## src/hdl/sdlcd_pkg.sv

```systemverilog
// shared constants, types and state codes for the signed decimal to lcd nibble converter
package sdlcd_pkg;

  // input word width and number of decimal digits kept
  localparam int VALUE_WIDTH = 32;
  localparam int MAX_DIGITS  = 10;

  // derived widths
  localparam int BCD_W  = 4 * MAX_DIGITS;
  localparam int CNT_W  = (VALUE_WIDTH > 1) ? $clog2(VALUE_WIDTH) : 1;
  localparam int DIG_W  = (MAX_DIGITS > 1) ? $clog2(MAX_DIGITS) : 1;

  // queue between front and back
  localparam int QDEPTH = 2;
  localparam int QPTR_W = (QDEPTH > 1) ? $clog2(QDEPTH) : 1;
  localparam int QCNT_W = $clog2(QDEPTH + 1);

  // character codes
  localparam logic [7:0] ASCII_ZERO  = 8'd48;
  localparam logic [7:0] ASCII_MINUS = 8'h2D;

  // one classified word: sign flag and unsigned magnitude
  typedef struct packed {
    logic                   neg;
    logic [VALUE_WIDTH-1:0] mag;
  } item_t;

  // write side of the queue
  typedef struct packed {
    logic  push;
    item_t item;
  } q_wr_t;

  // back end sequencer states
  typedef enum logic [1:0] {
    BK_IDLE,
    BK_CONV,
    BK_EMIT
  } back_state_t;

endpackage

```

## src/hdl/sdlcd_front.sv

```systemverilog
// front end: accepts a signed word and splits it into sign and magnitude
module sdlcd_front (
  input  logic                                    in_push,
  input  logic signed [sdlcd_pkg::VALUE_WIDTH-1:0] in_value,
  output logic                                    in_full,
  input  logic                                    q_full,
  output sdlcd_pkg::q_wr_t                        q_wr
);

  logic                             neg;
  logic [sdlcd_pkg::VALUE_WIDTH-1:0] raw;
  logic [sdlcd_pkg::VALUE_WIDTH-1:0] mag;

  // sign test and two's complement magnitude, most negative value stays unsigned
  always_comb begin
    raw = in_value;
    neg = raw[sdlcd_pkg::VALUE_WIDTH-1];
    mag = neg ? (~raw + 1'b1) : raw;
  end

  // accept whenever the queue has room
  assign in_full          = q_full;
  assign q_wr.push        = in_push && !q_full;
  assign q_wr.item.neg    = neg;
  assign q_wr.item.mag    = mag;

endmodule

```

## src/hdl/sdlcd_queue.sv

```systemverilog
// short queue of classified words between front and back end
module sdlcd_queue (
  input  logic              clk,
  input  logic              rst_n,
  input  sdlcd_pkg::q_wr_t  q_wr,
  output logic              q_full,
  input  logic              q_pop,
  output logic              q_empty,
  output sdlcd_pkg::item_t  q_item
);

  sdlcd_pkg::item_t                mem_r [sdlcd_pkg::QDEPTH];
  logic [sdlcd_pkg::QPTR_W-1:0]    wr_ptr_r, wr_ptr_nxt;
  logic [sdlcd_pkg::QPTR_W-1:0]    rd_ptr_r, rd_ptr_nxt;
  logic [sdlcd_pkg::QCNT_W-1:0]    cnt_r, cnt_nxt;
  logic                            do_wr, do_rd;

  assign q_full  = (cnt_r == sdlcd_pkg::QCNT_W'(sdlcd_pkg::QDEPTH));
  assign q_empty = (cnt_r == '0);
  assign q_item  = mem_r[rd_ptr_r];

  // pointer and fill count update
  always_comb begin
    do_wr      = q_wr.push && !q_full;
    do_rd      = q_pop && !q_empty;
    wr_ptr_nxt = wr_ptr_r;
    rd_ptr_nxt = rd_ptr_r;
    cnt_nxt    = cnt_r;
    if (do_wr) begin
      wr_ptr_nxt = (wr_ptr_r == sdlcd_pkg::QPTR_W'(sdlcd_pkg::QDEPTH - 1)) ? '0
                                                                           : wr_ptr_r + 1'b1;
    end
    if (do_rd) begin
      rd_ptr_nxt = (rd_ptr_r == sdlcd_pkg::QPTR_W'(sdlcd_pkg::QDEPTH - 1)) ? '0
                                                                           : rd_ptr_r + 1'b1;
    end
    if (do_wr && !do_rd) begin
      cnt_nxt = cnt_r + 1'b1;
    end else if (do_rd && !do_wr) begin
      cnt_nxt = cnt_r - 1'b1;
    end
  end

  // control registers
  always_ff @(posedge clk) begin
    if (!rst_n) begin
      wr_ptr_r <= '0;
      rd_ptr_r <= '0;
      cnt_r    <= '0;
    end else begin
      wr_ptr_r <= wr_ptr_nxt;
      rd_ptr_r <= rd_ptr_nxt;
      cnt_r    <= cnt_nxt;
    end
  end

  // storage
  always_ff @(posedge clk) begin
    if (do_wr) begin
      mem_r[wr_ptr_r] <= q_wr.item;
    end
  end

endmodule

```

## src/hdl/sdlcd_back.sv

```systemverilog
// back end: shift-add-3 binary to bcd, then character and nibble sequencing
module sdlcd_back (
  input  logic              clk,
  input  logic              rst_n,
  input  logic              q_empty,
  input  sdlcd_pkg::item_t  q_item,
  output logic              q_pop,
  output logic              out_empty,
  input  logic              out_pop,
  output logic [3:0]        out_nibble,
  output logic              out_final_transfer
);

  sdlcd_pkg::back_state_t             state_r, state_nxt;
  logic [sdlcd_pkg::VALUE_WIDTH-1:0]  mag_r, mag_nxt;
  logic [sdlcd_pkg::BCD_W-1:0]        bcd_r, bcd_nxt;
  logic                               ovf_r, ovf_nxt;
  logic                               sgn_r, sgn_nxt;
  logic [sdlcd_pkg::CNT_W-1:0]        cnt_r, cnt_nxt;
  logic [sdlcd_pkg::DIG_W-1:0]        idx_r, idx_nxt;
  logic                               half_r, half_nxt;
  logic                               ovalid_r, ovalid_nxt;
  logic [3:0]                         onib_r, onib_nxt;
  logic                               ofin_r, ofin_nxt;

  // leading digit position, taken once conversion has settled
  logic                               lead_load_r;

  logic [sdlcd_pkg::BCD_W-1:0]        adj;
  logic [sdlcd_pkg::DIG_W-1:0]        lead;
  logic [7:0]                         ch;
  logic                               adv;

  assign out_empty          = !ovalid_r;
  assign out_nibble         = onib_r;
  assign out_final_transfer = ofin_r;

  // add 3 to every bcd digit of 5 or more before the shift
  always_comb begin
    adj = bcd_r;
    for (int i = 0; i < sdlcd_pkg::MAX_DIGITS; i++) begin
      if (bcd_r[4*i +: 4] >= 4'd5) begin
        adj[4*i +: 4] = bcd_r[4*i +: 4] + 4'd3;
      end
    end
  end

  // highest nonzero digit after conversion, all digits when the value overflowed
  always_comb begin
    lead = '0;
    for (int i = 0; i < sdlcd_pkg::MAX_DIGITS; i++) begin
      if (bcd_r[4*i +: 4] != 4'd0) begin
        lead = sdlcd_pkg::DIG_W'(i);
      end
    end
    if (ovf_r) begin
      lead = sdlcd_pkg::DIG_W'(sdlcd_pkg::MAX_DIGITS - 1);
    end
  end

  // current character: pending minus sign or the digit at idx
  assign ch  = sgn_r ? sdlcd_pkg::ASCII_MINUS
                     : (sdlcd_pkg::ASCII_ZERO + {4'd0, bcd_r[4*idx_r +: 4]});
  assign adv = !ovalid_r || out_pop;

  // sequencer next state and outputs
  always_comb begin
    state_nxt  = state_r;
    mag_nxt    = mag_r;
    bcd_nxt    = bcd_r;
    ovf_nxt    = ovf_r;
    sgn_nxt    = sgn_r;
    cnt_nxt    = cnt_r;
    idx_nxt    = idx_r;
    half_nxt   = half_r;
    onib_nxt   = onib_r;
    ofin_nxt   = ofin_r;
    ovalid_nxt = ovalid_r && !out_pop;
    q_pop      = 1'b0;
    unique case (state_r)
      sdlcd_pkg::BK_IDLE: begin
        if (!q_empty) begin
          q_pop     = 1'b1;
          mag_nxt   = q_item.mag;
          sgn_nxt   = q_item.neg;
          bcd_nxt   = '0;
          ovf_nxt   = 1'b0;
          cnt_nxt   = sdlcd_pkg::CNT_W'(sdlcd_pkg::VALUE_WIDTH - 1);
          state_nxt = sdlcd_pkg::BK_CONV;
        end
      end
      sdlcd_pkg::BK_CONV: begin
        bcd_nxt = {adj[sdlcd_pkg::BCD_W-2:0], mag_r[sdlcd_pkg::VALUE_WIDTH-1]};
        ovf_nxt = ovf_r | adj[sdlcd_pkg::BCD_W-1];
        mag_nxt = {mag_r[sdlcd_pkg::VALUE_WIDTH-2:0], 1'b0};
        cnt_nxt = cnt_r - 1'b1;
        if (cnt_r == '0) begin
          half_nxt  = 1'b0;
          state_nxt = sdlcd_pkg::BK_EMIT;
        end
      end
      sdlcd_pkg::BK_EMIT: begin
        if (lead_load_r) begin
          idx_nxt = lead;
        end else if (adv) begin
          ovalid_nxt = 1'b1;
          if (!half_r) begin
            onib_nxt = ch[7:4];
            ofin_nxt = 1'b0;
            half_nxt = 1'b1;
          end else begin
            onib_nxt = ch[3:0];
            ofin_nxt = !sgn_r && (idx_r == '0);
            half_nxt = 1'b0;
            if (sgn_r) begin
              sgn_nxt = 1'b0;
            end else if (idx_r == '0) begin
              state_nxt = sdlcd_pkg::BK_IDLE;
            end else begin
              idx_nxt = idx_r - 1'b1;
            end
          end
        end
      end
      default: begin
        state_nxt = sdlcd_pkg::BK_IDLE;
      end
    endcase
    // digit index is cleared on the last conversion step; the leading digit is loaded once lead_load_r is set
    if (state_r == sdlcd_pkg::BK_CONV && cnt_r == '0) begin
      idx_nxt = '0;
    end
  end

  // control registers
  always_ff @(posedge clk) begin
    if (!rst_n) begin
      state_r     <= sdlcd_pkg::BK_IDLE;
      ovalid_r    <= 1'b0;
      lead_load_r <= 1'b0;
    end else begin
      state_r     <= state_nxt;
      ovalid_r    <= ovalid_nxt;
      lead_load_r <= (state_r == sdlcd_pkg::BK_CONV) && (cnt_r == '0);
    end
  end

  // datapath registers
  always_ff @(posedge clk) begin
    mag_r  <= mag_nxt;
    bcd_r  <= bcd_nxt;
    ovf_r  <= ovf_nxt;
    cnt_r  <= cnt_nxt;
    half_r <= half_nxt;
    idx_r  <= idx_nxt;
    sgn_r  <= sgn_nxt;
    onib_r <= onib_nxt;
    ofin_r <= ofin_nxt;
  end

endmodule

```

## src/hdl/signed_decimal_to_lcd_nibbles.sv

```systemverilog
// top level of the signed decimal to lcd nibble converter
//
//   channel  ports                                  direction
//   input    in_push, in_full, in_value[31:0]       word in, signed
//   result   out_pop, out_empty, out_nibble[3:0],   word out, one nibble
//            out_final_transfer
//
// a word is dequeued, converted by the shift-add-3 loop, and its leading digit
// is picked; then each character is sent as two nibbles, high nibble first.
// a 2-entry queue takes new words while the back end is busy.
// reset is synchronous, active low, and empties the queue and output register.
// pop held low stalls only the nibble sequencer; the queue accepts until full.
module signed_decimal_to_lcd_nibbles (
  input  logic                                    clk,
  input  logic                                    rst_n,
  input  logic                                    in_push,
  output logic                                    in_full,
  input  logic signed [sdlcd_pkg::VALUE_WIDTH-1:0] in_value,
  output logic                                    out_empty,
  input  logic                                    out_pop,
  output logic [3:0]                              out_nibble,
  output logic                                    out_final_transfer
);

  sdlcd_pkg::q_wr_t  q_wr;
  sdlcd_pkg::item_t  q_item;
  logic              q_full;
  logic              q_empty;
  logic              q_pop;

  // sign and magnitude split
  sdlcd_front u_front (
    .in_push  (in_push),
    .in_value (in_value),
    .in_full  (in_full),
    .q_full   (q_full),
    .q_wr     (q_wr)
  );

  // decoupling queue
  sdlcd_queue u_queue (
    .clk     (clk),
    .rst_n   (rst_n),
    .q_wr    (q_wr),
    .q_full  (q_full),
    .q_pop   (q_pop),
    .q_empty (q_empty),
    .q_item  (q_item)
  );

  // conversion and nibble output
  sdlcd_back u_back (
    .clk                (clk),
    .rst_n              (rst_n),
    .q_empty            (q_empty),
    .q_item             (q_item),
    .q_pop              (q_pop),
    .out_empty          (out_empty),
    .out_pop            (out_pop),
    .out_nibble         (out_nibble),
    .out_final_transfer (out_final_transfer)
  );

endmodule

```

## config.mk

```make
export PLATFORM = sky130hd
export DESIGN_NAME = signed_decimal_to_lcd_nibbles
export DESIGN_NICKNAME = d
export VERILOG_FILES = /design/src/hdl/sdlcd_pkg.sv /design/src/hdl/sdlcd_front.sv /design/src/hdl/sdlcd_queue.sv /design/src/hdl/sdlcd_back.sv /design/src/hdl/signed_decimal_to_lcd_nibbles.sv
export SDC_FILE = /design/constraint.sdc
export NUM_CORES = 1
export LEC_CHECK = 0
export BUFFER_PORTS_ARGS = -buffer_cell sky130_fd_sc_hd__buf_2
export CORE_MARGIN = 8
export CORE_UTILIZATION = 50
export DETAILED_ROUTE_END_ITERATION = 16
export PLACE_DENSITY = 0.67
export SYNTH_ARGS = -nofsm -noshare
export SYNTH_HDL_FRONTEND = slang
export SYNTH_HIERARCHICAL = 1
export SYNTH_SLANG_ARGS = --single-unit
```

## constraint.sdc

```tcl
create_clock -name clk -period 8.32 [get_ports clk]
set_clock_uncertainty 0.2 [all_clocks]
set_input_delay 0.416 -clock clk [delete_from_list [all_inputs] [get_ports clk]]
set_output_delay 0.416 -clock clk [all_outputs]
set_load 0.02 [all_outputs]
```

# ---- Word-level counts from Yosys, hierarchy flattened
# Memories as Yosys holds them, arrays and structs flattened. A register that Yosys moved wholly into a read port is not among the register bits.
# Cells that the tools add are included.
# W data, S select, Z words.
dict set report word_totals {
  register_bits 97
  ram_bits 66
  in_bits 36
  out_inout_bits 7
  word_cells 168
  mem_count 1
}
dict set report op_classes {
  addsub 18
  magnitude_cmp 10
  eq_ne 12
  shifts 1
  n_mux 67
  n_bitwise 3
  n_reduce_logical 41
}
# memory depth width read_ports rd_ports_with_merged_regs wr line_no
set mem_list {}
lappend mem_list {u_queue.mem_r 2 33 1 1 1 sdlcd_queue.sv:12} ;# sdlcd_pkg::item_t mem_r [sdlcd_pkg::QDEPTH];
# cell n
set op_table {}
lappend op_table {{$pmux W40 S2} 1}
lappend op_table {{$mux W4} 19}
lappend op_table {{$mux W32} 2}
lappend op_table {{$pmux W32 S2} 1}
lappend op_table {{$add A4 B2 Y4 const B} 10}
lappend op_table {{$ge A4 B3 Y1 const B} 10}
lappend op_table {{$mux W40} 1}
lappend op_table {{$shiftx A40 B7 Y4} 1}
lappend op_table {{$reduce_bool A4 Y1} 9}
lappend op_table {{$add A32 B1 Y32 const B} 1}
lappend op_table {{$not A32 Y32} 1}
lappend op_table {{$mux W2} 11}
lappend op_table {{$mux W1} 21}
lappend op_table {{$mux W3} 4}
lappend op_table {{$reduce_bool A2 Y1} 6}
lappend op_table {{$ne A2 B2 Y1 const B} 5}
lappend op_table {{$pmux W5 S2} 1}
lappend op_table {{$reduce_and A5 Y1} 2}
lappend op_table {{$logic_and A1 B1 Y1} 8}
lappend op_table {{$mux W8} 1}
lappend op_table {{$ne A2 B1 Y1 const B} 4}
lappend op_table {{$add A6 B4 Y7 const A} 1}
lappend op_table {{$logic_not A1 Y1} 7}
lappend op_table {{$reduce_and A7 Y1} 1}
lappend op_table {{other kinds (19)} 24}

# ---- Depth between registers and ports, before layout
dict set report logic_depth {
  word_depth 12
  mapped_depth 9
  mapped_depth_nobuf 9
}

# ---- Cells and area by module
# Netlist, hierarchy kept.
# module instances cells_each area_each_um2 seq_area_each_um2
set by_module_without_submodules {}
lappend by_module_without_submodules {sdlcd_back 1 499 5165.0 2712.6}
lappend by_module_without_submodules {sdlcd_queue 1 128 2607.5 2082.0}
lappend by_module_without_submodules {sdlcd_front 1 102 802.0 0.0}

# ---- Least setup slack after synthesis
# No wires, ideal clock.
dict set report synth_timing {
  path_kind {register to register}
  from {register u_queue/cnt_r[0] (netlist bit)}
  to {memory u_queue/mem_r[0][0] (netlist bit), enable pin}
  setup_time_ps 419
  arrival_ps 2179
  t_required_ps 7701
  slack_ps 5522
  path_stages_with_launch 6
  path_buffers 0
  synth_period_minus_slack_ps 2798
  cell_sequence {dfxtp_1 > nand2b_1 > inv_2 > nor2b_1 > inv_1 > nor3_2}
}
# item line_no
set synth_rtl {}
lappend synth_rtl {{from (decl)} sdlcd_queue.sv:15} ;# logic [sdlcd_pkg::QCNT_W-1:0] cnt_r, cnt_nxt;
lappend synth_rtl {{from (signal assigned)} sdlcd_queue.sv:53} ;# cnt_r <= cnt_nxt;
lappend synth_rtl {{to (decl)} sdlcd_queue.sv:12}

# ---- Final worst setup path
dict set report layout_timing {
  from {register u_back/idx_r[0] (netlist bit)}
  to {register u_back/idx_r[3] (netlist bit)}
}
dict set report layout_between {
  elab_chain_len 6
  elab_cells_between_ends 9
  classes_between {1 x add/sub; 1 x eq/ne; 5 x mux; 2 x reduce/logical}
}
# item line_no
set layout_lines {}
lappend layout_lines {{from (decl)} sdlcd_back.sv:20} ;# logic [sdlcd_pkg::DIG_W-1:0] idx_r, idx_nxt;
lappend layout_lines {{from (signal assigned)} sdlcd_back.sv:155} ;# idx_r <= idx_nxt;
lappend layout_lines {{$sub A4 B1 Y4} sdlcd_back.sv:120} ;# idx_nxt = idx_r - 1'b1;
lappend layout_lines {{$mux W4} sdlcd_back.sv:117} ;# end else if (idx_r == '0) begin
lappend layout_lines {{$mux W4} sdlcd_back.sv:115} ;# if (sgn_r) begin
lappend layout_lines {{$mux W4} sdlcd_back.sv:107} ;# if (!half_r) begin
lappend layout_lines {{$mux W4} sdlcd_back.sv:105} ;# end else if (adv) begin
lappend layout_lines {{$mux W4} sdlcd_back.sv:103} ;# if (lead_load_r) begin
# Several ways; a longest one is shown, not always the timed one. The select of a mux whose other input is x is not followed.
# A chain may end at the register's enable or synchronous reset.

==> results.cfg <==
[routing]
drt-total-wl_um = 15800
wl_per_cell_um = 15.7
first_pass_iters = 5
viasPerCell = 5.41
postRouteAntennaNets = 0
drtIter0Drc = 374
drc_errors = 0
vias = 5422

[sta]
worst_pin_slew_ns = 1.09
rsz0062_at_grt = false
min_period_ns = 2.82
min_period_over_period_pct = 33.8
maxSlewViolCount = 0
fin_ws_ns = 5.50
setup_tns_ns = 0
max_freq_mhz = 355
hold_viol_final = 0
setup_viol = 0
max_slew_margin_pct = 27.2

[cells_and_area]
final_common_cell = edfxtp_1
ff_latch_area_um2 = 4790
area_growth_pct = 11.2
final_cell_mix = 151 x edfxtp_1, 138 x nand2_1, 44 x xnor2_1, 42 x buf_2, 41 x nor2_1
nNetsFinal = 826
drive_gt1_share_pct = 19.3
nFillCells = 1449
antenna_cells = 0
stdcell_count = 1003
multi_input_area_um2 = 3520

[critical_path]
cp.required_ns = 8.48
worstPathMaxFanout = 15
critPathCaptureType = register
arrival_ns = 2.98
crit_path_start_kind = register
crit_type = register to register

[cts]
root_buffer = clkbuf_16
clk_pin_slew_worst_paths_ns = 0.06
ctsHoldBuffers = 0
cts_setup_buffers = 0
cts.sinks = 164
cts_max_level = 4
postCtsResizedCells = 0
clk_latency_ns = 0.42
cts_tree = done
cts_inserted_buffers = 17
cts_buffer_depth = 2

[grt]
globalRoute.busiestLayer = met2
use_met3_pct = 2.95
grt_usage_pct = 15.0
use_met1_pct = 19.5
grt_pass1_wl_um = 26400
grt_use_met2_pct = 24.2
grt_antenna_before_repair = 0
grt_max_degree = 79
overflow = 0
grt_pass1_vias = 5516

[synth]
syn_inst = 729
synth_top_cells_by_area = edfxtp_1 53%, nand2_1 6.0%, xnor2_1 4.5%, mux2_2 4.3%, ha_1 3.6%
synthArstFlopShare_pct = 0
ys.flop_type = edfxtp_1
yosysSeqAreaShare_pct = 55.9
avgSynthCellArea_um2 = 11.8
synth-seq-cells = 164
synth.distinct_cells = 64
syn_area_um2 = 8570
synth_top_area_share_pct = 52.9
synth_edf_count = 151
yosysWarnings = 6
synth_fp_nets = 790
synth_area_leader_cell = edfxtp_1

[floorplan]
die_x_um = 147
rows = 48
initial_core_util_pct = 50.3
dieArea_um2 = 21600
core_area_um2 = 17100
pin_count = 43
fp.dieH_um = 147

[status]
status = completed

[pwr]
leakagePower_nw = 3.45
power_density_nw_per_um2 = 353
vdd_drop_max_mv = 0.223
total_power_mw = 3.36

[placement]
io_buffer_count = 42
dp_cells = 971
place_congestion = 0.848
pre_cts_slack_ns = 5.60
hpwl_um = 10900

[min_path]
hp-class = primary input to register

[flow_run]
max_cap_violations = 0
-- path summary, 6_finish.rpt --
path,start,to,slack [ns],cells after the start
max,u_back/idx_r[0],u_back/idx_r[3],5.50,6
min,in_value[0],u_queue/mem_r[0][0],0.04,1
max reg2reg,u_back/idx_r[0],u_back/idx_r[3],5.50,6
min reg2reg,u_back/mag_r[9],u_back/mag_r[10],0.31,2
-- power breakdown --
part | internal, mW | leakage, nW | switching [mW]
logic | 0.437 | 1.64 | 0.660
clock network | 0.430 | 0.267 | 0.309
registers | 1.33 | 1.55 | 0.200
total | 2.20 | 3.45 | 1.17
-- metal layers --
layer,vias to the layer above,share of wire [%],routed length (um)
met5,-,0,0
met4,0,2.1,335
met3,28,3.8,601
met2,139,47,7340
met1,2564,48,7500
li1,2691,-,-
-- through the flow --
step / cell area, um^2 / util (%) / hold WS (ns)
3_3_place_gp: 8970 / 52.6 / 0.288
3_5_place_dp: 8970 / 52.6 / 0.296
2_1_floorplan: 8570 / - / 0.283
6_report: 9530 / 55.9 / 0.0373
4_1_cts: 9530 / 55.9 / 0.0250
5_1_grt: 9530 / 55.9 / 0.0272
-- critical path, cell delays in order, from the launching register on --
cell and delay [ns]:
dfxtp_1 0.87, inv_1 0.20, ha_1 0.29, nor3b_2 0.18, o41a_1 0.39, a2111oi_0 0.47
a31o_1 0.17
-- state kept, by name (all words and copies together), names as in the netlist, named ones only --
signal and count:
u_back/bcd_r 40, u_back/cnt_r 5, u_back/half_r 1, u_back/idx_r 4
u_back/lead_load_r 1, u_back/mag_r 32, u_back/out_final_transfer 1, u_back/out_nibble 4
u_back/ovalid_r 1, u_back/ovf_r 1, u_back/sgn_r 1, u_back/state_r 2
u_queue/cnt_r 2, u_queue/mem_r 66, u_queue/rd_ptr_r 1, u_queue/wr_ptr_r 1
-- synth_stat cells (all sizes together), types with 2 or more instances --
master	number
a211oi	15
or3	3
a21oi	25
nand3b	2
or2	5
nor3	18
o21a	4
ha	25
nor3b	11
nand4	3
xor2	10
o31a	2
o21ai	20
or2b	2
and2	7
o41ai	8
edfxtp	151
nor2b	13
clkbuf	12
a31o	2
buf	18
mux4	8
nor4	8
inv	32
xnor2	44
dfxtp	13
a21boi	2
o311ai	3
or3b	3
mux2	33
mux2i	5
nand3	5
o31ai	10
nor2	41
nand2b	18
nand2	138
-- cell type report --
class	instances	area share (%)
inverters	32	1.26
clock buffers	22	4.87
flip-flops and latches	164	50.3
multi-input cells	503	37.0
well taps	225	2.95
clock inverters	10	1.06
repair buffers	47	2.60
-- cells by family (layout without fill, tap and decap cells) --
family,after synthesis,count (layout),synth area share (%)
and+or+nand+nor,279,279,16.3
DFF,164,164,55.9
AOI/OAI and AO/OA,99,99,8.43
buffers and inverters,62,111,3.17
xor gates and xnor gates,54,54,5.52
muxes,46,46,7.02
adders and majority gates,25,25,3.65
No activity file was read; power rests on OpenSTA's default activity.
